===== config.mk =====
export PLATFORM = sky130hd
export DESIGN_NAME = earliest_deadline_timer_table_core
export DESIGN_NICKNAME = d
export VERILOG_FILES = /design/src/hdl/edtt_pkg.sv /design/src/hdl/edtt_ram.sv /design/src/hdl/edtt_seq.sv /design/src/hdl/earliest_deadline_timer_table_core.sv
export SDC_FILE = /design/constraint.sdc
export NUM_CORES = 2
export LEC_CHECK = 0
export ABC_CLOCK_PERIOD_IN_PS = 8700
export BUFFER_PORTS_ARGS = -buffer_cell sky130_fd_sc_hd__buf_4
export CAP_MARGIN = 5
export CORE_UTILIZATION = 30
export CTS_CLUSTER_SIZE = 20
export DETAILED_ROUTE_END_ITERATION = 10
export PLACE_DENSITY_LB_ADDON = 0.3
export SYNTH_ARGS = -nofsm -noshare
export SYNTH_HDL_FRONTEND = slang
export SYNTH_HIERARCHICAL = 1
export SYNTH_SLANG_ARGS = --single-unit

===== constraint.sdc =====
create_clock -name clk -period 8.7 [get_ports clk]
set_clock_uncertainty 0.05 [all_clocks]
set_input_delay 0.87 -clock clk [delete_from_list [all_inputs] [get_ports clk]]
set_output_delay 0.87 -clock clk [all_outputs]
set_load 0.02 [all_outputs]

===== src/hdl/edtt_pkg.sv =====
// Package for the earliest deadline timer table.
// Holds operation codes, the slot record layout and the word types shared by the sequencer and the top level.
// No dependencies.
package edtt_pkg;

  localparam int EDTT_NUM_TIMERS = 16;

  localparam logic [1:0] FUNC_START = 2'd0;
  localparam logic [1:0] FUNC_STOP  = 2'd1;
  localparam logic [1:0] FUNC_FIRE  = 2'd2;

  // One timer slot as kept in the slot memory.
  typedef struct packed {
    logic [3:0]  machine;
    logic [7:0]  level;
    logic [15:0] event_code;
    logic [31:0] due;
    logic [31:0] order;
  } entry_t;

  // One accepted request word.
  typedef struct packed {
    logic [1:0]  func;
    logic [3:0]  machine;
    logic [7:0]  level;
    logic [15:0] event_code;
    logic [31:0] delay;
  } cmd_t;

  // One result word of a fire request.
  typedef struct packed {
    logic        fired;
    logic [31:0] time_now;
    logic [3:0]  machine;
    logic [7:0]  level;
    logic [15:0] event_code;
    logic [31:0] due;
  } res_t;

endpackage


===== src/hdl/edtt_ram.sv =====
// Generic single-write, single-read synchronous RAM with registered read data.
// Depends on nothing; used for the timer slot memory.
module edtt_ram #(
  parameter int WIDTH = 8,
  parameter int DEPTH = 16,
  localparam int AW = (DEPTH > 1) ? $clog2(DEPTH) : 1
) (
  input  logic             clk,
  input  logic             wr_en,
  input  logic [AW-1:0]    wr_addr,
  input  logic [WIDTH-1:0] wr_data,
  input  logic             rd_en,
  input  logic [AW-1:0]    rd_addr,
  output logic [WIDTH-1:0] rd_data
);

  logic [WIDTH-1:0] mem_r [DEPTH];
  logic [WIDTH-1:0] rd_data_r;

  always_ff @(posedge clk) begin
    if (wr_en) begin
      mem_r[wr_addr] <= wr_data;
    end
    if (rd_en) begin
      rd_data_r <= mem_r[rd_addr];
    end
  end

  assign rd_data = rd_data_r;

endmodule


===== src/hdl/edtt_seq.sv =====
// Request sequencer of the timer table: slot valid bits, clock and order counters,
// and the one-slot-per-cycle scan over the slot memory. Uses edtt_pkg and edtt_ram.
module edtt_seq
  import edtt_pkg::*;
#(
  parameter int NUM_TIMERS = EDTT_NUM_TIMERS
) (
  input  logic clk,
  input  logic rst_n,
  input  logic cmd_valid,
  output logic cmd_ready,
  input  cmd_t cmd,
  output logic res_valid,
  input  logic res_ready,
  output res_t res
);

  localparam int IDX_W = (NUM_TIMERS > 1) ? $clog2(NUM_TIMERS) : 1;
  localparam int CNT_W = $clog2(NUM_TIMERS + 1);
  localparam logic [CNT_W-1:0] CNT_END = CNT_W'(NUM_TIMERS);

  localparam logic [1:0] S_IDLE   = 2'd0;
  localparam logic [1:0] S_START  = 2'd1;
  localparam logic [1:0] S_SCAN   = 2'd2;
  localparam logic [1:0] S_RESULT = 2'd3;

  logic [1:0]            state_r, state_nxt;
  logic                  op_fire_r, op_fire_nxt;
  cmd_t                  cmd_r, cmd_nxt;
  logic [CNT_W-1:0]      cnt_r, cnt_nxt;
  logic                  cmp_vld_r, cmp_vld_nxt;
  logic [IDX_W-1:0]      cmp_idx_r, cmp_idx_nxt;
  logic [NUM_TIMERS-1:0] valid_r, valid_nxt;
  logic [31:0]           clock_now_r, clock_now_nxt;
  logic [31:0]           order_next_r, order_next_nxt;
  logic                  best_found_r, best_found_nxt;
  entry_t                best_r, best_nxt;
  logic [IDX_W-1:0]      best_idx_r, best_idx_nxt;

  logic             ram_we;
  logic [IDX_W-1:0] ram_waddr;
  entry_t           ram_wdata;
  logic             ram_re;
  logic [IDX_W-1:0] ram_raddr;
  logic [$bits(entry_t)-1:0] ram_rdata;
  entry_t           rd_ent;
  logic             better;
  logic             later_due;

  edtt_ram #(
    .WIDTH ($bits(entry_t)),
    .DEPTH (NUM_TIMERS)
  ) u_slots (
    .clk     (clk),
    .wr_en   (ram_we),
    .wr_addr (ram_waddr),
    .wr_data (ram_wdata),
    .rd_en   (ram_re),
    .rd_addr (ram_raddr),
    .rd_data (ram_rdata)
  );

  assign rd_ent    = entry_t'(ram_rdata);
  assign cmd_ready = (state_r == S_IDLE);
  assign later_due = best_found_r && (best_r.due > clock_now_r);

  // Strict ordering by due time, then by arrival order; the first valid slot is always taken as the initial best.
  assign better = !best_found_r || (rd_ent.due < best_r.due) ||
                  ((rd_ent.due == best_r.due) && (rd_ent.order < best_r.order));

  assign ram_waddr = cnt_r[IDX_W-1:0];
  assign ram_raddr = cnt_r[IDX_W-1:0];
  assign ram_wdata = '{machine: cmd_r.machine, level: cmd_r.level,
                       event_code: cmd_r.event_code,
                       due: clock_now_r + cmd_r.delay, order: order_next_r};

  always_comb begin
    state_nxt      = state_r;
    op_fire_nxt    = op_fire_r;
    cmd_nxt        = cmd_r;
    cnt_nxt        = cnt_r;
    cmp_vld_nxt    = 1'b0;
    cmp_idx_nxt    = cmp_idx_r;
    valid_nxt      = valid_r;
    clock_now_nxt  = clock_now_r;
    order_next_nxt = order_next_r;
    best_found_nxt = best_found_r;
    best_nxt       = best_r;
    best_idx_nxt   = best_idx_r;
    ram_we         = 1'b0;
    ram_re         = 1'b0;
    res_valid      = 1'b0;

    case (state_r)
      S_IDLE: begin
        if (cmd_valid) begin
          cmd_nxt        = cmd;
          cnt_nxt        = '0;
          best_found_nxt = 1'b0;
          case (cmd.func)
            FUNC_START: state_nxt = S_START;
            FUNC_STOP: begin
              state_nxt   = S_SCAN;
              op_fire_nxt = 1'b0;
            end
            FUNC_FIRE: begin
              state_nxt   = S_SCAN;
              op_fire_nxt = 1'b1;
            end
            default: state_nxt = S_IDLE;
          endcase
        end
      end

      S_START: begin
        // Walk the valid bits until the first free slot; a full table drops the word.
        if (cnt_r == CNT_END) begin
          state_nxt = S_IDLE;
        end else if (!valid_r[cnt_r[IDX_W-1:0]]) begin
          ram_we                       = 1'b1;
          valid_nxt[cnt_r[IDX_W-1:0]]  = 1'b1;
          order_next_nxt               = order_next_r + 32'd1;
          state_nxt                    = S_IDLE;
        end else begin
          cnt_nxt = cnt_r + CNT_W'(1);
        end
      end

      S_SCAN: begin
        if (cnt_r != CNT_END) begin
          ram_re      = 1'b1;
          cmp_vld_nxt = 1'b1;
          cmp_idx_nxt = cnt_r[IDX_W-1:0];
          cnt_nxt     = cnt_r + CNT_W'(1);
        end
        // Read data of the slot issued in the previous cycle.
        if (cmp_vld_r && valid_r[cmp_idx_r]) begin
          if (op_fire_r) begin
            if (better) begin
              best_found_nxt = 1'b1;
              best_nxt       = rd_ent;
              best_idx_nxt   = cmp_idx_r;
            end
          end else if ((rd_ent.machine == cmd_r.machine) &&
                       (rd_ent.level == cmd_r.level)) begin
            valid_nxt[cmp_idx_r] = 1'b0;
          end
        end
        if ((cnt_r == CNT_END) && !cmp_vld_r) begin
          state_nxt = op_fire_r ? S_RESULT : S_IDLE;
        end
      end

      S_RESULT: begin
        res_valid = 1'b1;
        if (res_ready) begin
          if (best_found_r) begin
            valid_nxt[best_idx_r] = 1'b0;
          end
          if (later_due) begin
            clock_now_nxt = best_r.due;
          end
          state_nxt = S_IDLE;
        end
      end

      default: state_nxt = S_IDLE;
    endcase
  end

  always_comb begin
    res = '0;
    res.time_now = later_due ? best_r.due : clock_now_r;
    if (best_found_r) begin
      res.fired      = 1'b1;
      res.machine    = best_r.machine;
      res.level      = best_r.level;
      res.event_code = best_r.event_code;
      res.due        = best_r.due;
    end
  end

  always_ff @(posedge clk) begin
    if (!rst_n) begin
      state_r      <= S_IDLE;
      cmp_vld_r    <= 1'b0;
      valid_r      <= '0;
      clock_now_r  <= '0;
      order_next_r <= '0;
      best_found_r <= 1'b0;
    end else begin
      state_r      <= state_nxt;
      cmp_vld_r    <= cmp_vld_nxt;
      valid_r      <= valid_nxt;
      clock_now_r  <= clock_now_nxt;
      order_next_r <= order_next_nxt;
      best_found_r <= best_found_nxt;
    end
  end

  always_ff @(posedge clk) begin
    op_fire_r  <= op_fire_nxt;
    cmd_r      <= cmd_nxt;
    cnt_r      <= cnt_nxt;
    cmp_idx_r  <= cmp_idx_nxt;
    best_r     <= best_nxt;
    best_idx_r <= best_idx_nxt;
  end

  // A start never overwrites a slot that is still armed.
  a_write_free: assert property (@(posedge clk) disable iff (!rst_n)
    ram_we |-> !valid_r[ram_waddr])
    else $error("start wrote into an armed slot");

  // A delivered timer is disarmed right after its result leaves.
  a_fire_clears: assert property (@(posedge clk) disable iff (!rst_n)
    (res_valid && res_ready && best_found_r) |=> !valid_r[$past(best_idx_r)])
    else $error("fired slot still armed");

  // Simulated time only moves forward.
  a_clock_mono: assert property (@(posedge clk) disable iff (!rst_n)
    $past(rst_n) |-> (clock_now_r >= $past(clock_now_r)))
    else $error("clock moved backward");

  // The best candidate of a fire scan is always an armed slot.
  a_best_armed: assert property (@(posedge clk) disable iff (!rst_n)
    (state_r == S_RESULT && best_found_r) |-> valid_r[best_idx_r])
    else $error("selected slot is not armed");

endmodule


===== src/hdl/earliest_deadline_timer_table_core.sv =====
// Start walks the valid bits to the first free slot; a full table takes the longest.
// Stop and fire scan every slot, limited by one slot-memory read per cycle; a fire then
// passes its result to the output register before the next word is accepted.
// One word is in work at a time; a new word is taken while a result waits in the output register.
// Reset clears the slot valid bits, the clock and the order counter at once; the slot
// memory itself is not cleared.
// Top level: input handshake, sequencer edtt_seq and the output register (uses edtt_pkg).
module earliest_deadline_timer_table_core
  import edtt_pkg::*;
#(
  parameter int NUM_TIMERS = EDTT_NUM_TIMERS
) (
  input  logic        clk,
  input  logic        rst_n,
  input  logic        in_valid,
  output logic        in_ready,
  input  logic [1:0]  in_func,
  input  logic [3:0]  in_machine_id,
  input  logic [7:0]  in_nest_level,
  input  logic [15:0] in_event_code,
  input  logic [31:0] in_delay_ms,
  output logic        out_valid,
  input  logic        out_ready,
  output logic        out_fired,
  output logic [31:0] out_time_now,
  output logic [3:0]  out_machine,
  output logic [7:0]  out_level,
  output logic [15:0] out_event,
  output logic [31:0] out_due_time
);

  cmd_t cmd;
  res_t res;
  logic res_valid;
  logic res_ready;
  logic out_valid_r, out_valid_nxt;
  res_t out_r;

  assign cmd = '{func: in_func, machine: in_machine_id, level: in_nest_level,
                 event_code: in_event_code, delay: in_delay_ms};

  edtt_seq #(
    .NUM_TIMERS (NUM_TIMERS)
  ) u_seq (
    .clk       (clk),
    .rst_n     (rst_n),
    .cmd_valid (in_valid),
    .cmd_ready (in_ready),
    .cmd       (cmd),
    .res_valid (res_valid),
    .res_ready (res_ready),
    .res       (res)
  );

  assign res_ready = !out_valid_r || out_ready;

  always_comb begin
    out_valid_nxt = out_valid_r;
    if (res_valid && res_ready) begin
      out_valid_nxt = 1'b1;
    end else if (out_ready) begin
      out_valid_nxt = 1'b0;
    end
  end

  always_ff @(posedge clk) begin
    if (!rst_n) begin
      out_valid_r <= 1'b0;
    end else begin
      out_valid_r <= out_valid_nxt;
    end
  end

  always_ff @(posedge clk) begin
    if (res_valid && res_ready) begin
      out_r <= res;
    end
  end

  assign out_valid    = out_valid_r;
  assign out_fired    = out_r.fired;
  assign out_time_now = out_r.time_now;
  assign out_machine  = out_r.machine;
  assign out_level    = out_r.level;
  assign out_event    = out_r.event_code;
  assign out_due_time = out_r.due;

  // A word that reports no expiry carries zero timer fields.
  a_idle_zero: assert property (@(posedge clk) disable iff (!rst_n)
    (out_valid && !out_fired) |-> (out_machine == 4'd0 && out_level == 8'd0 &&
                                   out_event == 16'd0 && out_due_time == 32'd0))
    else $error("empty fire result has nonzero fields");

  // The output register is only loaded when it is free or being drained.
  a_no_overrun: assert property (@(posedge clk) disable iff (!rst_n)
    (res_valid && out_valid_r && !out_ready) |=> $stable(out_r))
    else $error("pending result overwritten");

  // A completed fire always leaves a word in the output register.
  a_result_lands: assert property (@(posedge clk) disable iff (!rst_n)
    (res_valid && res_ready) |=> out_valid_r)
    else $error("result lost");

endmodule

==> results.yml <==
status:
  outcome: "finished clean"
synthesis:
  synthesis.nets: 3988
  synth_ff_type: "edfxtp_1"
  synth_warnings: 6
  synth_area_per_cell_sq_um: 19.71
  syn_inst: 3784
  synth-edff-count: 1823
  ys_seq_elements: 1908
  synth-async-reset-ratio_pct: 0
  yosys.cell_types.count: 66
  ys_seq_area_share_pct: 75.68
  netlist_area_sq_um: 74580
floorplanning:
  rows: 182
  initial_core_util_pct: 30.24
  fp.dieW_um: 500.6
  ios: 161
  coreArea_sq_um: 246600
  die_area_sq_um: 250600
  die_h_um: 500.6
worst_setup_path:
  worstPathArrival_ps: 5840
  crit_family: "buffers and inverters"
  worst-path-max-fanout: 49
  crit_chain: "buf_4 -> buf_4 -> buf_4 -> buf_4 -> mux4_2 -> a22oi_1 -> nand2_1"
  cp-end-kind: "flop"
  slowest_stage: "buf_4"
  cp_num_cells: 7
  worstPathRequired_ps: 9210
  rrSetupSlack_ps: 3370
  slowest_delay_ps: 900
  worstSetupStartpointType: "flop"
  critPathKind: "reg -> reg"
  r2r_cells: 7
  crit_buf_inv: 4
  crit_top_cell: "buf_4"
clock_network:
  clkSinkCount: 1908
  clkSlewWorstSetupHoldPaths_ps: 60
  cts_made_buffers: 185
  cts_setup_buffers: 0
  post_cts_resize_count: 0
  cts_root_buf: "clkbuf_16"
  cts_tree: "yes"
  clock_latency_ps: 830
  h-tree-depth: 4
  cts.path.max_buffers: 3
  cts-hold-fix-buffers: 0
global_route:
  track_usage_pct: 14.11
  grt_pass1_wl_um: 260500
  gr-total-overflow: 0
  grt_max_degree: 149
  grt_pass1_vias: 37510
  antenna_found_initial: 8
finish:
  layout_common_cells: "edfxtp_1, mux4_2, buf_4"
  drive_above_1_share_pct: 22.05
  nets: 4256
  final_common_cell: "edfxtp_1"
  design_area_sq_um: 86310
  area_delta_synth_final_pct: 15.72
sta:
  worst_slack_ps: 3370
  slew_headroom_pct: 15.60
  fmax_mhz: 187.6
  slew_viol_final: 0
  setup_viol: 0
  period_minus_slack_ps: 5330
  rsz0062_at_grt: "no"
  worst_pin_slew_ps: 1257
  hold_viol: 0
  period_share_pct: 61.26
run:
  maxCapViolCount: 0
place:
  pre_cts_ws_ps: 3204
  hpwl_um: 100900
  port-buffer-count: 160
  placed_cell_area_sq_um: 80080
  gp_congestion: 0.7634
routing:
  drc: 0
  wl_per_cell_um: 23.63
  drt-met1-wl_um: 82300
  via_per_inst: 4.870
  wl_met3_um: 11910
  ant_nets: 0
  vias: 36650
  met2_length_um: 80740
  drt_first_pass_iters: 5
  drt-total-wl_um: 177800
  highest_layer: "met4"
  drtIter0Drc: 3624
power:
  p_per_area_nw_per_um2: 292.4
  leakage_nw: 27.89
  vdd_ir_drop_max_uv: 213.5
worst_hold_path:
  min_path_cells: 1
  hold_class: "in -> reg"
state kept, by name (all words and copies together), names as in the netlist, 8 cells and up:
signal / cells
out_due_time: 32
out_event: 16
out_level: 8
out_time_now: 32
u_seq/best_r: 92
u_seq/clock_now_r: 32
u_seq/cmd_r: 60
u_seq/order_next_r: 32
u_seq/u_slots/mem_r: 1472
u_seq/u_slots/rd_data: 92
u_seq/valid_r: 16
cell usage after synthesis, types with 32 or more instances:
| library cell | count | area, sq um |
|---|---|---|
| and2_1 | 95 | 594.3 |
| dfxtp_1 | 85 | 1702 |
| ha_1 | 137 | 1714 |
| mux2i_1 | 32 | 320.3 |
| edfxtp_1 | 1823 | 54740 |
| nor2_1 | 50 | 187.7 |
| xnor2_1 | 56 | 490.5 |
| inv_1 | 116 | 435.4 |
| a22oi_1 | 190 | 1426 |
| clkbuf_1 | 89 | 334.1 |
| a21oi_1 | 54 | 270.3 |
| a21o_1 | 42 | 315.3 |
| nand2_1 | 195 | 732.0 |
| o21ai_0 | 77 | 385.4 |
| mux4_2 | 374 | 8423 |
| nand3_1 | 77 | 385.4 |
per-layer routing:
| metal | track usage (%) | vias to the layer above |
|---|---|---|
| met3 | 3.065 | 204 |
| met5 | 0 | - |
| met4 | 2.952 | 0 |
| li1 | - | 15950 |
| met1 | 20.40 | 19440 |
| met2 | 21.71 | 1059 |
power breakdown:
group / leakage [nW] / internal (mW) / switching (mW)
clock: 2.99 / 4.62 / 3.48
combinational: 7.53 / 2.25 / 3.22
sequential: 17.4 / 11.2 / 0.497
cell type report:
class	instances	area, sq um
antenna	5	12.51
clock buffer	247	5066
clock inverter	97	1099
fill	22990	160300
inverter	116	436.7
multi-input combinational	1597	17160
sequential	1908	56450
tap	3312	4144
timing repair buffer	244	1944
kinds of logic (layout without fill, tap and decap cells):
kind of cell               Yosys count  after routing  share of synthesized area, %
adders and majority gates          138            138                         2.325
muxes                              411            411                         11.88
and+or+nand+nor                    538            538                         3.645
xor gates and xnor gates            70             70                        0.8220
AOI/OAI and AO/OA                  440            440                         4.036
buffers and inverters              279            704                         1.614
other                                0              5                             0
DFF                               1908           1908                         75.68
per-stage QoR:
step	utilization [%]	setup TNS (ps)	hold WS (ps)	power [mW]	instances
floorplan	-	-121070	350.3	15.46	3784
global placement	32.47	0	353.7	17.38	7173
detailed placement	32.47	0	356.3	17.42	7173
CTS	34.97	0	93.95	25.55	7517
global route	34.99	0	103.5	26.33	7523
finish	35.00	0	163.8	25.24	7526
worst paths after layout:
check | start | endpoint
max | u_seq/cnt_r[0] | u_seq/u_slots/rd_data[54]
min | in_machine_id[0] | u_seq/cmd_r[56]
min reg2reg | u_seq/u_slots/rd_data[75] | u_seq/best_r[75]
max reg2reg | u_seq/cnt_r[0] | u_seq/u_slots/rd_data[54]
worst register-to-register path: cells and delay by family (launching register included):
family                 cells  cell delay [ps]
AND/OR/NAND/NOR            1               90
multiplexers               1              690
flip-flops                 1              490
AO/OA/AOI/OAI              1              350
buffers and inverters      4             3400
(Power assumes the default switching activity.)
